<file path="config.mk">
export PLATFORM = sky130hd
export DESIGN_NAME = cupf_div
export DESIGN_NICKNAME = d
export VERILOG_FILES = /design/src/rtl/cupf_pkg.sv /design/src/rtl/cupf_div.sv
export SDC_FILE = /design/constraint.sdc
export NUM_CORES = 1
export LEC_CHECK = 0
export BUFFER_PORTS_ARGS = -buffer_cell sky130_fd_sc_hd__buf_4
export CORE_UTILIZATION = 45
export CTS_CLUSTER_DIAMETER = 30
export DETAILED_ROUTE_END_ITERATION = 8
export REMOVE_ABC_BUFFERS = 1
export SKIP_LAST_GASP = 1
export SLEW_MARGIN = 20
export SYNTH_ARGS = -nofsm -noshare
export SYNTH_HDL_FRONTEND = slang
export SYNTH_SLANG_ARGS = --single-unit
</file>
<file path="constraint.sdc">
create_clock -name i_clk -period 23.4 [get_ports i_clk]
set_input_delay 5.85 -clock i_clk [delete_from_list [all_inputs] [get_ports i_clk]]
set_output_delay 5.85 -clock i_clk [all_outputs]
set_load 0.01 [all_outputs]
</file>
<file path="src/rtl/cupf_pkg.sv">
package cupf_pkg;

    localparam int MAX_POINTS = 256;
    localparam int PT_AW      = $clog2(MAX_POINTS);
    localparam int CNT_W      = PT_AW + 1;
    localparam int MAX_ORDER  = 15;
    localparam int ORD_AW     = $clog2(MAX_ORDER + 1);
    localparam int MAX_OUT    = 64;
    localparam int OUT_W      = $clog2(MAX_OUT);

    localparam int DIV_STEPS  = 80;
    localparam int DIV_CNT_W  = $clog2(DIV_STEPS);

    localparam int STEP_W     = 18;
    localparam int CFG_W      = 18;

    // register indexes
    localparam logic REG_POLY_DEGREE = 1'b0;
    localparam logic REG_SAMPLE_STEP = 1'b1;

    // result status codes
    localparam logic [1:0] FIT_OK        = 2'd0;
    localparam logic [1:0] FIT_ZERO_SPAN = 2'd1;
    localparam logic [1:0] FIT_OVERFLOW  = 2'd2;

    localparam logic signed [31:0] ONE_Q16 = 32'sh0001_0000;
    localparam logic signed [31:0] ONE_Q30 = 32'sh4000_0000;

    typedef enum logic [4:0] {
        S_IDLE,
        S_CLOSE,
        S_LOW,
        S_HIGH,
        S_SPAN,
        S_CLR,
        S_PRD,
        S_PDAT,
        S_PDIV,
        S_ACC_RD,
        S_ACC_WR,
        S_COEF,
        S_CDAT,
        S_CDIV,
        S_ORUN,
        S_XMUL,
        S_EV_RD,
        S_EV_MUL,
        S_EV_ACC,
        S_EMIT
    } t_state;

    typedef struct packed {
        logic        go;
        logic        frac30;
        logic        neg;
        logic [63:0] un;
        logic [63:0] ud;
    } t_div_req;

    typedef struct packed {
        logic               done;
        logic signed [31:0] q;
    } t_div_rsp;

    function automatic logic signed [31:0] sat32(input logic signed [65:0] v);
        if (v > 66'sd2147483647) begin
            return 32'sh7fff_ffff;
        end else if (v < -66'sd2147483648) begin
            return 32'sh8000_0000;
        end else begin
            return v[31:0];
        end
    endfunction

endpackage

</file>
<file path="src/rtl/cupf_div.sv">
module cupf_div (
    input  logic              i_clk,
    input  logic              i_rst_n,
    input  cupf_pkg::t_div_req i_req,
    output cupf_pkg::t_div_rsp o_rsp
);
    import cupf_pkg::*;

    logic                 r_act;
    logic [DIV_CNT_W-1:0] r_cnt;
    logic [79:0]          r_dvd;
    logic [63:0]          r_rem;
    logic [63:0]          r_ud;
    logic [31:0]          r_q;
    logic                 r_sat;
    logic                 r_neg;
    logic                 r_done;
    logic signed [31:0]   r_res;

    logic [64:0] rem_sh;
    logic        ge;
    logic [63:0] rem_nx;
    logic [31:0] q_nx;
    logic        sat_nx;
    logic [31:0] lim;
    logic [31:0] q_fin;

    always_comb begin
        rem_sh = {r_rem, r_dvd[79]};
        ge     = rem_sh >= {1'b0, r_ud};
        rem_nx = ge ? 64'(rem_sh - {1'b0, r_ud}) : rem_sh[63:0];
        q_nx   = {r_q[30:0], ge};
        // any quotient bit above 32 bits forces saturation
        sat_nx = r_sat | r_q[31];
        lim    = r_neg ? 32'h8000_0000 : 32'h7fff_ffff;
        q_fin  = (sat_nx || (q_nx > lim)) ? lim : q_nx;
    end

    always_ff @(posedge i_clk) begin
        if (!i_rst_n) begin
            r_act  <= 1'b0;
            r_done <= 1'b0;
        end else begin
            r_done <= 1'b0;
            if (i_req.go) begin
                if (i_req.ud == 64'd0) begin
                    r_done <= 1'b1;
                    r_res  <= 32'sd0;
                end else begin
                    r_act <= 1'b1;
                    r_cnt <= '0;
                    r_dvd <= i_req.frac30 ? {i_req.un[49:0], 30'b0} : {i_req.un, 16'b0};
                    r_rem <= '0;
                    r_ud  <= i_req.ud;
                    r_q   <= '0;
                    r_sat <= 1'b0;
                    r_neg <= i_req.neg;
                end
            end else if (r_act) begin
                r_dvd <= {r_dvd[78:0], 1'b0};
                r_rem <= rem_nx;
                r_q   <= q_nx;
                r_sat <= sat_nx;
                if (r_cnt == DIV_CNT_W'(DIV_STEPS - 1)) begin
                    r_act  <= 1'b0;
                    r_done <= 1'b1;
                    r_res  <= r_neg ? $signed(32'(-q_fin)) : $signed(q_fin);
                end else begin
                    r_cnt <= r_cnt + 1'b1;
                end
            end
        end
    end

    assign o_rsp.done = r_done;
    assign o_rsp.q    = r_res;

endmodule

</file>
==> flow_metrics.tcl <==
set metrics [dict create \
    status "finished clean" \
    avgSynthCellArea_um2 9.86 \
    drt-initial-drc-count 1093 \
    arrival_ns 8.99 \
    synth_compound_gate_area_share 0.175 \
    finalHoldViolCount 0 \
    synth_ff_type "edfxtp_1" \
    cts_hold_buf 0 \
    slew_headroom 0.260 \
    cts_setup_buffers 0 \
    start_kind "input port" \
    die_h_um 195 \
    initial_utilization 0.457 \
    antenna_found_initial 1 \
    yosysUniqueCellTypes 73 \
    vias 13400 \
    num_rows 70 \
    worstSkewPairLatency_ns 0.57 \
    synth_edf_count 265 \
    max_clock_freq_mhz 114 \
    multi_input_area_um2 7950 \
    synthesis.area_um2 16700 \
    postRouteAntennaNets 0 \
    period_share 0.375 \
    placed_cell_area_um2 18200 \
    crit_fanout 65 \
    root_buffer "clkbuf_16" \
    drt_pass1_iterations 5 \
    grt_pass1_vias 13100 \
    cts_sinks 267 \
    synthAdderAreaFrac 0.0747 \
    dpl.hpwl_um 29500 \
    yosys.area_share.simple 0.151 \
    syn_to_final_growth_pct 23.3 \
    cts_tree "built" \
    drive_above_1_share 0.161 \
    layout_min_cycle_time_ns 8.77 \
    coreArea_um2 36500 \
    worst_pin_slew_ns 1.10 \
    maxCapViolCount 0 \
    die_area_um2 37900 \
    dieWidth_um 195 \
    required_ns 23.62 \
    grt_usage 0.230 \
    worstHoldPathType "reg2reg" \
    numCtsBuffers 67 \
    synth.area.mux_share 0.0390 \
    wl_per_cell_um 18.2 \
    synthArstFlopShare 0 \
    finClkSkew_ns 0.0237 \
    cts.repair.resized 0 \
    synth_top_family_by_area "compound AO/OA/AOI/OAI gates" \
    seq_area_frac_synth 0.479 \
    n_fill_cell 3174 \
    setup-tns-final_ns 0 \
    drc_errors 0 \
    cts_max_path_buffers 3 \
    portBuffers 165 \
    synth.area.top_cells "edfxtp_1, ha_1, a21oi_1" \
    power.density_nw_per_um2 91.8 \
    criticalPathCategory "in2reg" \
    via_per_inst 5.70 \
    stdcell_area_um2 20600 \
    slew_violations 0 \
    end_kind "flop" \
    setup_viol 0 \
    grt_max_degree 185 \
    h-tree-depth 3 \
    gp_congestion 0.901 \
    synth_largest_area_cell "edfxtp_1" \
    yosysTopAreaCellShare 0.477 \
    synth-seq-cells 267 \
    grt_pass1_wl_um 69400 \
    path_clk_slew_ns 0.04 \
    ios 166 \
    yosysWarnings 0 \
    regArea_um2 8000 \
    gr-total-overflow 0 \
    synth_xor_area_frac 0.0352 \
    p_leak_nw 8.50 \
    antenna_cells 0 \
    irDropWorstVdd_mv 0.0698 \
    synth_cells 1692 \
    grt_setup_unrepaired "false" \
    drt_wl_total_um 42900 \
    nNetsFinal 2070 \
]
==> worst paths after layout <==
kind	endpoint	depth (start not counted)	slack [ns]	start
hold reg to reg	r_act	1	0.53	r_act
setup reg to reg	r_res[24]	25	15.13	r_rem[3]
setup / recovery	r_dvd[61]	7	14.63	i_req[32]
hold / removal	r_act	1	0.53	r_act
==> synth_stat cells (11+ instances only) <==
master / instances
nand2_1: 82
edfxtp_1: 265
o21ai_0: 85
xor2_1: 28
nand3_1: 24
o21bai_1: 12
and3_1: 12
a21o_1: 65
mux2i_1: 65
nor2_1: 213
xnor2_1: 39
buf_2: 11
nor4_1: 24
a211oi_1: 14
and2_1: 15
a31oi_1: 17
nor3_1: 28
nand4_1: 36
inv_1: 97
nand2b_1: 13
a21oi_1: 189
ha_1: 98
nor2b_1: 39
clkbuf_1: 79
==> through the flow <==
step           power [mW]  worst slack [ns]   util  cells  hold slack (ns)
2_1_floorplan       0.835              8.36      -   1594            0.488
3_3_place_gp        0.929             13.73  0.499   2237            0.507
3_5_place_dp        0.934             13.69  0.499   2237            0.514
4_1_cts              1.90             14.27  0.563   2357            0.530
5_1_grt              1.98             14.48  0.564   2357            0.565
6_report             1.89             14.63  0.564   2357            0.526
==> cell families (layout without fill, tap and decap cells) <==
logic type	Yosys count	after routing
buf+inv	196	393
compound gates	473	473
xor+xnor	67	67
mux	65	65
simple gates	525	525
flops	267	267
fa+ha+maj	99	99
==> power breakdown <==
part / switching [mW] / internal (mW)
sequential: 0.0199 / 0.573
combinational: 0.202 / 0.136
clock: 0.289 / 0.671
==> cells in the final DEF, fill, tap and decap left out, drive strengths merged, types with 28 or more instances in the layout <==
cell type | Yosys | layout
a21o | 66 | 66
a21oi | 189 | 189
buf | 19 | 175
clkbuf | 79 | 76
edfxtp | 265 | 265
ha | 98 | 98
inv | 97 | 104
mux2i | 65 | 65
nand2 | 83 | 83
nand4 | 36 | 36
nor2 | 215 | 215
nor2b | 39 | 39
nor3 | 28 | 28
o21ai | 93 | 93
xnor2 | 39 | 39
xor2 | 28 | 28
==> sequential cells by signal, indices dropped and copies added (netlist names) <==
signal  flops
r_ud       64
r_rem      64
r_act       1
r_neg       1
r_sat       1
r_cnt       7
r_q        32
r_dvd      64
r_done      1
r_res      32
==> per-layer routing <==
metal	part of all wire	vias up	track usage
met1	0.48	6387	0.328
met2	0.43	393	0.339
met3	0.056	87	0.0472
met4	0.034	2	0.0973
li1	-	6558	-
met5	0.00030	-	0
==> layout make-up <==
type                       instances  share of cell area
inverter                          98              0.0181
sequential                       267               0.389
clock buffer                      76              0.0852
clock inverter                    44              0.0291
tap                              468              0.0284
timing repair buffer             175              0.0646
multi-input combinational       1229               0.386
==> critical path: stages <==
cell,delay [ns]
buf_4,0.12
nor4_2,0.67
nand4_1,0.30
nor4_1,0.99
a21oi_4,0.11
buf_4,0.44
buf_4,0.50
Note: power is estimated with default switching activity, not from simulation.
