<file path="config.mk">
export PLATFORM = sky130hd
export DESIGN_NAME = cupf_ram
export DESIGN_NICKNAME = d
export VERILOG_FILES = /design/src/rtl/cupf_ram.sv
export SDC_FILE = /design/constraint.sdc
export NUM_CORES = 1
export LEC_CHECK = 0
export BUFFER_PORTS_ARGS = -buffer_cell sky130_fd_sc_hd__buf_2
export CAP_MARGIN = 30
export CORE_UTILIZATION = 60
export DETAILED_ROUTE_END_ITERATION = 12
export GPL_TIMING_DRIVEN = 0
export HOLD_SLACK_MARGIN = 0.02
export PLACE_DENSITY = 0.83
export SYNTH_ARGS = -nofsm -noshare
export SYNTH_HDL_FRONTEND = slang
export SYNTH_SLANG_ARGS = --single-unit
</file>
<file path="constraint.sdc">
create_clock -name i_clk -period 8.63 [get_ports i_clk]
set_clock_uncertainty 0.05 [all_clocks]
set_input_delay 1.726 -clock i_clk [delete_from_list [all_inputs] [get_ports i_clk]]
set_output_delay 1.726 -clock i_clk [all_outputs]
set_load 0.01 [all_outputs]
</file>
<file path="src/rtl/cupf_ram.sv">
module cupf_ram #(
    parameter int WIDTH = 32,
    parameter int DEPTH = 16
) (
    input  logic                     i_clk,
    input  logic                     i_we,
    input  logic [$clog2(DEPTH)-1:0] i_waddr,
    input  logic [WIDTH-1:0]         i_wdata,
    input  logic [$clog2(DEPTH)-1:0] i_raddr,
    output logic [WIDTH-1:0]         o_rdata
);

    logic [WIDTH-1:0] r_mem [DEPTH];

    always_ff @(posedge i_clk) begin
        if (i_we) begin
            r_mem[i_waddr] <= i_wdata;
        end
        o_rdata <= r_mem[i_raddr];
    end

endmodule

</file>
==> results of run 1 <==
[cell usage after synthesis]
library cell  instances
a22oi_1              64
and2_1                1
buf_1                 9
buf_2                 4
buf_4                11
buf_6                 2
clkbuf_1             17
dfxtp_1              32
edfxtp_1            512
mux4_2              128
nand2_1              33
nand2b_1              2
nand3_1               1
nand3b_1              2
nor2_1               13
nor2b_1               2
nor3_1                4
or3b_2                1
[placed cells by master (no fill, tap or decap)]
master | Yosys | final
and2_1 | 1 | 1
inv_6 | 0 | 1
dfxtp_1 | 32 | 32
buf_1 | 9 | 9
nor2_1 | 13 | 1
diode_2 | 0 | 1
buf_6 | 2 | 16
nand2b_1 | 2 | 2
nand3b_1 | 2 | 2
buf_2 | 4 | 75
clkbuf_16 | 0 | 51
or3b_2 | 1 | 1
clkbuf_1 | 17 | 34
nor2_4 | 0 | 12
nand2_1 | 33 | 33
a22oi_1 | 64 | 64
buf_16 | 0 | 6
bufinv_16 | 0 | 2
buf_12 | 0 | 6
mux4_2 | 128 | 128
nand3_1 | 1 | 1
clkbuf_8 | 0 | 9
nor3_2 | 0 | 4
edfxtp_1 | 512 | 512
buf_4 | 11 | 11
clkinvlp_4 | 0 | 1
nor2b_1 | 2 | 2
clkinv_1 | 0 | 5
clkinv_2 | 0 | 8
[layer usage]
layer	part of all wire, %	vias up	GRT usage [%]
li1	-	3873	-
met1	36	4983	34.9
met2	52	641	45.6
met3	8.2	124	4.16
met4	4.0	0	11.6
met5	0	-	0
[worst min-delay path by stage]
stage	startpoint	end	slack (ps)	cells after the start
2_1_floorplan	r_mem[14][0]$_DFFE_PP_	o_rdata[0]$_DFF_P_	580	3
3_3_place_gp	r_mem[14][2]$_DFFE_PP_	o_rdata[2]$_DFF_P_	600	3
3_5_place_dp	r_mem[14][2]$_DFFE_PP_	o_rdata[2]$_DFF_P_	610	3
4_1_cts	r_mem[14][2]$_DFFE_PP_	o_rdata[2]$_DFF_P_	620	3
5_1_grt	r_mem[13][9]$_DFFE_PP_	o_rdata[9]$_DFF_P_	660	3
6_report	r_mem[14][2]$_DFFE_PP_	o_rdata[2]$_DFF_P_	620	3
[flip-flops by register name, indices dropped and copies added (netlist names)]
signal	count
o_rdata	32
r_mem	512
[cell families after synthesis]
group / share of synthesized area, %
buffers and inverters: 1.12
AOI/OAI and AO/OA: 2.42
muxes: 14.5
and+or+nand+nor: 1.27
DFF: 80.7
[stage by stage]
stage	hold slack (ps)	utilization, %	setup WS, ps	area (sq um)	cells
6_report	623	70.4	5390	22900	1472
4_1_cts	625	70.4	5400	22900	1471
2_1_floorplan	585	-	3670	19900	838
5_1_grt	655	70.4	5340	22900	1472
3_3_place_gp	597	63.8	1530	20800	1351
3_5_place_dp	605	65.5	4870	21300	1377
[final cells by class]
cell class	instances	area, sq um
sequential	544	16000
buffer	43	223
tap	442	553
antenna	1	2.50
timing repair buffer	97	798
multi-input combinational	251	3730
fill	1884	9620
clock inverter	17	135
clock buffer	77	1460
[report_power, final]
part           total [W]  switching, W  internal, W
logic           0.000281      0.000168     0.000112
registers        0.00297     0.0000180      0.00295
clock network    0.00214      0.000915      0.00123
total            0.00539       0.00110      0.00429
[worst max-delay path, cell delays in order]
cell and delay [ps]:
buf_2 120, nand3b_1 370, nor3_2 730, buf_6 280
buf_6 190
==> summary.md, run 1 <==
| Metric | Value |
|---|---|
| Die Wd | 184 microns |
| CP startpoint kind | input pin |
| Syn Nets | 880 |
| Reg clk slew, reported paths | 60 ps |
| Clk_lat worst skew | 550 ps |
| Cell taking the most area after synthesis | edfxtp_1 |
| CP max FO | 9 |
| Synth Instances | 838 |
| DR iter-0 viols | 1262 |
| Slew Limit Fails | 0 |
| Worst reg2reg path depth | 3 |
| Post-Syn Area per Cell | 23.7 sq um |
| Resize count post-CTS | 0 |
| Crit path DAT | 3440 ps |
| Vias in the first global route | 9968 |
| Status | finished, final reports clean |
| Starting Density | 61.0% |
| Synth Register Bits | 544 |
| Root buffer cell | clkbuf_16 |
| TNS Setup | 0 ps |
| Post-Syn Area | 19900 sq um |
| Hold Buf Count CTS | 0 |
| Tmin final | 3240 ps |
| Largest net degree at the start of global routing | 23 |
| Tot Pwr | 0.00539 W |
| RePlAce Congestion | 0.749 |
| Top Ports | 74 |
| Row cnt | 66 |
| Clock buffer count from CTS | 51 |
| First-pass GRT wire length | 63900 microns |
| Port bufs | 71 |
| Drc violations | 0 |
| Netlist cell types | 18 |
| Worst slew pin tran | 919 ps |
| Yosys top cell area share | 77.4% |
| FF-to-FF Start | r_mem[3][30]$_DFFE_PP_ |
| RSZ-0062 raised after global routing | false |
| Reg2reg setup slack | 7100 ps |
| Register area share after synthesis | 80.7% |
| First-pass detailed-route iteration total | 5 |
| DR vias | 9621 |
| CTS Sinks | 544 |
| Max_slew headroom | 38.8% |
| Critical path endpoint | r_mem[8][28]$_DFFE_PP_ |
| Final setup viols | 0 |
| Synth warn | 0 |
| Buffer levels on the longest clock path | 3 |
| Crit path kind | in -> reg |
| Buffer count from post-CTS setup fixing | 0 |
| Die area | 33800 sq um |
| Worst Path Required | 8840 ps |
| Final hold viol count | 0 |
| Peak VDD IR | 0.000174 V |
| Largest cells by area after synthesis | edfxtp_1, mux4_2, dfxtp_1, a22oi_1, nand2_1 |
| CTS tree | built |
| All-Layer GR Usage | 26.8% |
| Vias/cell | 6.54 |
| Worst Hold Class | reg -> reg |
| Vert. Die Dim | 184 microns |
| Max-cap viol count | 0 |
| WL final | 43800 microns |
| FMAX | 309 MHz |
| H-Tree Depth | 2 |
| Worst Setup SP | i_waddr[2] |
| Core footprint | 32500 sq um |
| Reg-to-Reg End | o_rdata[30]$_DFF_P_ |
| Nets | 1030 |
| Leakage power | 7.40 nW |
| PD cells | 235 nW/um^2 |
| Antenna Nets Post-Route | 0 |
| Final period util | 37.5% |
| Layout cells sized above 1 | 32.2% |
| CP endpoint kind | flip-flop |
| GRT Residual Overflow | 0 |
| Drt wl/cell | 29.8 microns |
| Initial antenna violation count | 1 |
| Area Growth Syn to Fin | 15.4% |
| Dpl hpwl | 25900 microns |
No activity file was read; power rests on OpenSTA's default activity.
==> run 2, diff against run 1 <==
==> constraint.sdc (replaced) <==
create_clock -name i_clk -period 3.05 [get_ports i_clk]
set_clock_uncertainty 0.05 [all_clocks]
set_input_delay 0.61 -clock i_clk [delete_from_list [all_inputs] [get_ports i_clk]]
set_output_delay 0.61 -clock i_clk [all_outputs]
set_load 0.01 [all_outputs]
==> run 2 against run 1 <==
  * Critical path depth is 1 lower
  * Clock power rose to 3.0 times the previous value
  * Core utilization grew 0.33 points
  * Die area unchanged
  * Non-clock buffer count decreased by 5
  * Worst hold slack worse by 240 ps
  * Sequential share of layout area shrank 0.33 points
  * Power rose to 2.9 times the previous value
  * Critical endpoint is now r_mem[0][10]$_DFFE_PP_
==> summary.md, run 2 (synthesis results as in run 1) <==
| Metric | Value |
|---|---|
| Nets | 1025 |
| Vias in the first global route | 10.1k |
| CTS tree | built |
| Initial antenna violation count | 3 |
| Worst Setup SP | i_waddr[2] |
| First-pass GRT wire length | 66200 microns |
| Reg clk slew, reported paths | 60 ps |
| Antenna Nets Post-Route | 0 |
| Dpl ws | 388 ps |
| Reg2reg setup slack | 1490 ps |
| Root buffer cell | clkbuf_16 |
| Port bufs | 71 |
| TNS Setup | 0 ps |
| DR iter-0 viols | 1293 |
| First-pass detailed-route iteration total | 5 |
| Max reg flops | 512 |
| CP peak stage delay | 750 ps |
| Final hold viol count | 0 |
| Largest registers | r_mem (512), o_rdata (32) |
| Drt wl/cell | 31.8 microns |
| Reg-to-Reg End | o_rdata[17]$_DFF_P_ |
| All-Layer GR Usage | 28.0% |
| Crit path kind | in -> reg |
| Area Growth Syn to Fin | 16.0% |
| Max_slew headroom | 35.9% |
| Placement Cell Area | 21300 sq um |
| Layout cells sized above 1 | 31.7% |
| Fill count | 1817 |
| Tmin final | 2170 ps |
| Starting Density | 61.0% |
| Buffer levels on the longest clock path | 3 |
| Slew Limit Fails | 0 |
| CP startpoint kind | input pin |
| Resize count post-CTS | 0 |
| Peak VDD IR | 0.000517 V |
| Drc violations | 0 |
| Commonest non-fill, non-tap cell in the layout | edfxtp_1 |
| Worst Hold Class | in -> reg |
| Final setup viols | 0 |
| CTS Sinks | 544 |
| Worst reg2reg path depth | 3 |
| Leakage power | 7.43 nW |
| Status | finished, final reports clean |
| Hold Buf Count CTS | 0 |
| WL final | 46800 microns |
| Vias/cell | 6.64 |
| CP max FO | 12 |
| Dpl hpwl | 25900 microns |
| Worst slew pin tran | 961 ps |
| Final worst slack | 881 ps |
| Top Ports | 74 |
| CP endpoint kind | flip-flop |
| FMAX | 461 MHz |
| Max-cap viol count | 0 |
| PD cells | 676 nW/um^2 |
| Clock buffer count from CTS | 51 |
| RePlAce Congestion | 0.729 |
| CP Cell Sequence | buf_2, or3b_2, nor3_4, buf_8 |
| Most frequent cells in the layout | edfxtp_1, mux4_2, buf_2 |
| Fin area | 23000 sq um |
| Dpl cells | 1371 |
| Crit path DAT | 2370 ps |
| DR vias | 9749 |
| Critical path endpoint | r_mem[0][10]$_DFFE_PP_ |
| Worst path slowest cell | nor3_4 |
| Row cnt | 66 |
| Worst Path Required | 3250 ps |
| Most flops, register | r_mem |
| FF-to-FF Start | r_mem[8][17]$_DFFE_PP_ |
| H-Tree Depth | 2 |
| GRT Residual Overflow | 0 |
| Die Wd | 184 microns |
| Die area | 33800 sq um |
| Clk_lat worst skew | 550 ps |
| Final period util | 71.1% |
| Non-filler cells, final | 1469 |
| Core footprint | 32500 sq um |
| Vert. Die Dim | 184 microns |
| Largest net degree at the start of global routing | 22 |
| RSZ-0062 raised after global routing | false |
| Buffer count from post-CTS setup fixing | 0 |
-- run 2: cell types whose count changed in the layout (fill, tap and decap cells not counted), sizes merged --
| cell | before | now |
|---|---|---|
| buf | 123 | 118 |
| bufinv | 2 | 4 |
| clkinv | 13 | 14 |
| clkinvlp | 1 | 0 |
| diode | 1 | 2 |
| inv | 1 | 0 |
-- run 2: worst min path at each step --
stage / start / to / slack [ps] / depth (start not counted)
floorplan: r_mem[14][0]$_DFFE_PP_ / o_rdata[0]$_DFF_P_ / 580 / 3
CTS: i_wdata[31] / r_mem[11][31]$_DFFE_PP_ / 350 / 1
global placement: r_mem[14][4]$_DFFE_PP_ / o_rdata[4]$_DFF_P_ / 590 / 3
global route: i_wdata[31] / r_mem[11][31]$_DFFE_PP_ / 380 / 1
finish: i_wdata[28] / r_mem[15][28]$_DFFE_PP_ / 380 / 1
detailed placement: r_mem[15][3]$_DFFE_PP_ / o_rdata[3]$_DFF_P_ / 610 / 3
-- run 2: routing by layer --
metal  share of wire [%]  global-route usage (%)
met1                  36                    37.9
met2                  52                    46.4
met3                 9.0                    5.19
met4                 2.8                    10.2
met5               0.032                       0
-- run 2: where the power goes --
part / internal [W] / switching, W
logic: 0.000320 / 0.000487
clock network: 0.00367 / 0.00266
registers: 0.00835 / 0.0000543
total: 0.0123 / 0.00320
-- run 2: final cells by class --
type                            instances  area (sq um)  area share (%)
Antenna cell                            2          5.00          0.0217
Buffer                                 43           223           0.967
Clock buffer                           77          1480            6.41
Clock inverter                         18           183           0.793
Multi-Input combinational cell        251          3750            16.3
Sequential cell                       544         16000            69.6
Tap cell                              442           553            2.40
Timing Repair Buffer                   92           818            3.55
-- run 2: stage by stage --
step | total power (W) | utilization, % | hold WS (ps)
after floorplan | 0.00898 | - | 585
final | 0.0156 | 70.8 | 381
after CTS | 0.0156 | 70.7 | 352
after global routing | 0.0159 | 70.8 | 376
after detailed placement | 0.00935 | 65.6 | 612
after global placement | 0.00927 | 63.9 | 595
-- run 2: worst max-delay path, delay by kind of cell --
family,cells,cell delay (ps)
buffers and inverters,2,390
and+or+nand+nor,2,1360
==> run 3, diff against run 2 <==
==> constraint.sdc (replaced) <==
create_clock -name i_clk -period 2 [get_ports i_clk]
set_clock_uncertainty 0.05 [all_clocks]
set_input_delay 0.4 -clock i_clk [delete_from_list [all_inputs] [get_ports i_clk]]
set_output_delay 0.4 -clock i_clk [all_outputs]
set_load 0.01 [all_outputs]
==> run 3 against run 2 <==
  * Register-to-register slack worse by 1100 ps
  * Cell count decreased by 0.14%
  * Power is 54% higher
  * First-iteration DRC count down 14%
  * Wire length decreased by 2.6%
  * Cell area increased by 0.15%
  * Critical path depth increased by 1
  * Core utilization up 0.10 points
  * Clock-buffer cell count is 17 lower
  * Sequential power grew 52%
  * Flip-flop and latch count is the same
  * Critical path type unchanged
  * Highest routed layer unchanged
==> summary.md, run 3 (synthesis results as in run 1) <==
| Metric | Value |
|---|---|
| Status | finished, final reports clean |
| Die area | 33800 sq um |
| Final period util | 97.0% |
| Starting Density | 61.0% |
| Slew Limit Fails | 0 |
| Clock buffer count from CTS | 51 |
| Crit path kind | in -> reg |
| Tot Pwr | 0.0239 W |
| Hold_ws | 147 ps |
| DR iter-0 viols | 1117 |
| Buffer count from post-CTS setup fixing | 0 |
| Max-cap viol count | 0 |
| Hold Buf Count CTS | 0 |
| Worst Hold Class | in -> reg |
| Drc violations | 0 |
| Fill count | 1788 |
| Max reg flops | 512 |
| Tmin final | 1940 ps |
| Root buffer cell | clkbuf_16 |
| H-Tree Depth | 2 |
| Worst slew pin tran | 971 ps |
| Leakage power | 7.44 nW |
| CP startpoint kind | input pin |
| Vias/cell | 6.62 |
| Reg clk slew, reported paths | 60 ps |
| WL final | 45600 microns |
| PD cells | 1040 nW/um^2 |
| RePlAce Congestion | 0.720 |
| Peak VDD IR | 0.000662 V |
| Core footprint | 32500 sq um |
| Largest registers | r_mem (512), o_rdata (32) |
| Max_slew headroom | 35.2% |
| Vert. Die Dim | 184 microns |
| Layout cells sized above 1 | 32.8% |
| All-Layer GR Usage | 28.1% |
| Largest net degree at the start of global routing | 24 |
| Buffer levels on the longest clock path | 3 |
| TNS Setup | 0 ps |
| Antenna Nets Post-Route | 0 |
| Most frequent cells in the layout | edfxtp_1, mux4_2, buf_2 |
| Worst Path Required | 2400 ps |
| Top Ports | 74 |
| FMAX | 515 MHz |
| First-pass GRT wire length | 66200 microns |
| Resize count post-CTS | 0 |
| Vias in the first global route | 10.2k |
| Row cnt | 66 |
| RSZ-0062 raised after global routing | false |
| Commonest non-fill, non-tap cell in the layout | edfxtp_1 |
| Dpl hpwl | 25900 microns |
| Crit path DAT | 2340 ps |
| Final hold viol count | 0 |
| Clk_lat worst skew | 570 ps |
| DR vias | 9712 |
| Final setup viols | 0 |
| Nets | 1024 |
| Most flops, register | r_mem |
| CTS tree | built |
| First-pass detailed-route iteration total | 5 |
| Drt wl/cell | 31.1 microns |
| Initial antenna violation count | 2 |
| Area Growth Syn to Fin | 16.1% |
| Port bufs | 71 |
| Die Wd | 184 microns |
| GRT Residual Overflow | 0 |
| CP max FO | 10 |
| CP endpoint kind | flip-flop |
| CTS Sinks | 544 |
[run 3: cell count changes in the layout (fill, tap and decap cells not counted), moves of 5 or more]
cell and change:
clkinvlp_4 +5, buf_12 +5, clkinv_2 +5, clkbuf_1 -12
[run 3: final timing paths]
path | start | end | slack, ps | cells past startpoint
worst max-delay path | i_raddr[1] | o_rdata[11]$_DFF_P_ | 60 | 5
worst min-delay path | i_wdata[26] | r_mem[15][26]$_DFFE_PP_ | 150 | 1
worst max register to register | r_mem[2][11]$_DFFE_PP_ | o_rdata[11]$_DFF_P_ | 390 | 3
worst min register to register | r_mem[14][8]$_DFFE_PP_ | o_rdata[8]$_DFF_P_ | 630 | 3
[run 3: power breakdown]
part	total [W]	internal [W]	switching (W)
Clock	0.00989	0.00573	0.00416
Sequential	0.0128	0.0127	0.0000807
Combinational	0.00123	0.000486	0.000741
[run 3: layout make-up]
type	count	area, sq um	area share (%)
clock inverter	34	378	1.64
timing repair buffer	91	791	3.43
sequential	544	16000	69.5
tap	442	553	2.40
multi-input combinational	251	3750	16.3
clock buffer	60	1340	5.81
antenna	2	5.00	0.0217
buffer	43	223	0.966
[run 3: worst max-delay path, cell delays in order]
cell and delay (ps):
buf_2 250, buf_1 710, mux4_2 430, a22oi_1 450, nand2_1 100
[run 3: per-stage QoR]
stage | worst slack [ps] | utilization (%) | std cells | area, sq um
floorplan | -478 | - | 838 | 19900
global placement | -2130 | 63.9 | 1351 | 20800
detailed placement | -441 | 65.6 | 1371 | 21300
CTS | 162 | 70.9 | 1465 | 23100
global route | 8.30 | 70.9 | 1466 | 23100
finish | 59.5 | 70.9 | 1467 | 23100
[run 3: per-layer routing]
metal / track usage, % / vias up / part of all wire (%)
met2: 47.1 / 675 / 51
met3: 5.74 / 119 / 8.8
met5: 0 / - / 0.029
met4: 12.0 / 2 / 3.5
met1: 36.1 / 5047 / 36
li1: - / 3869 / -
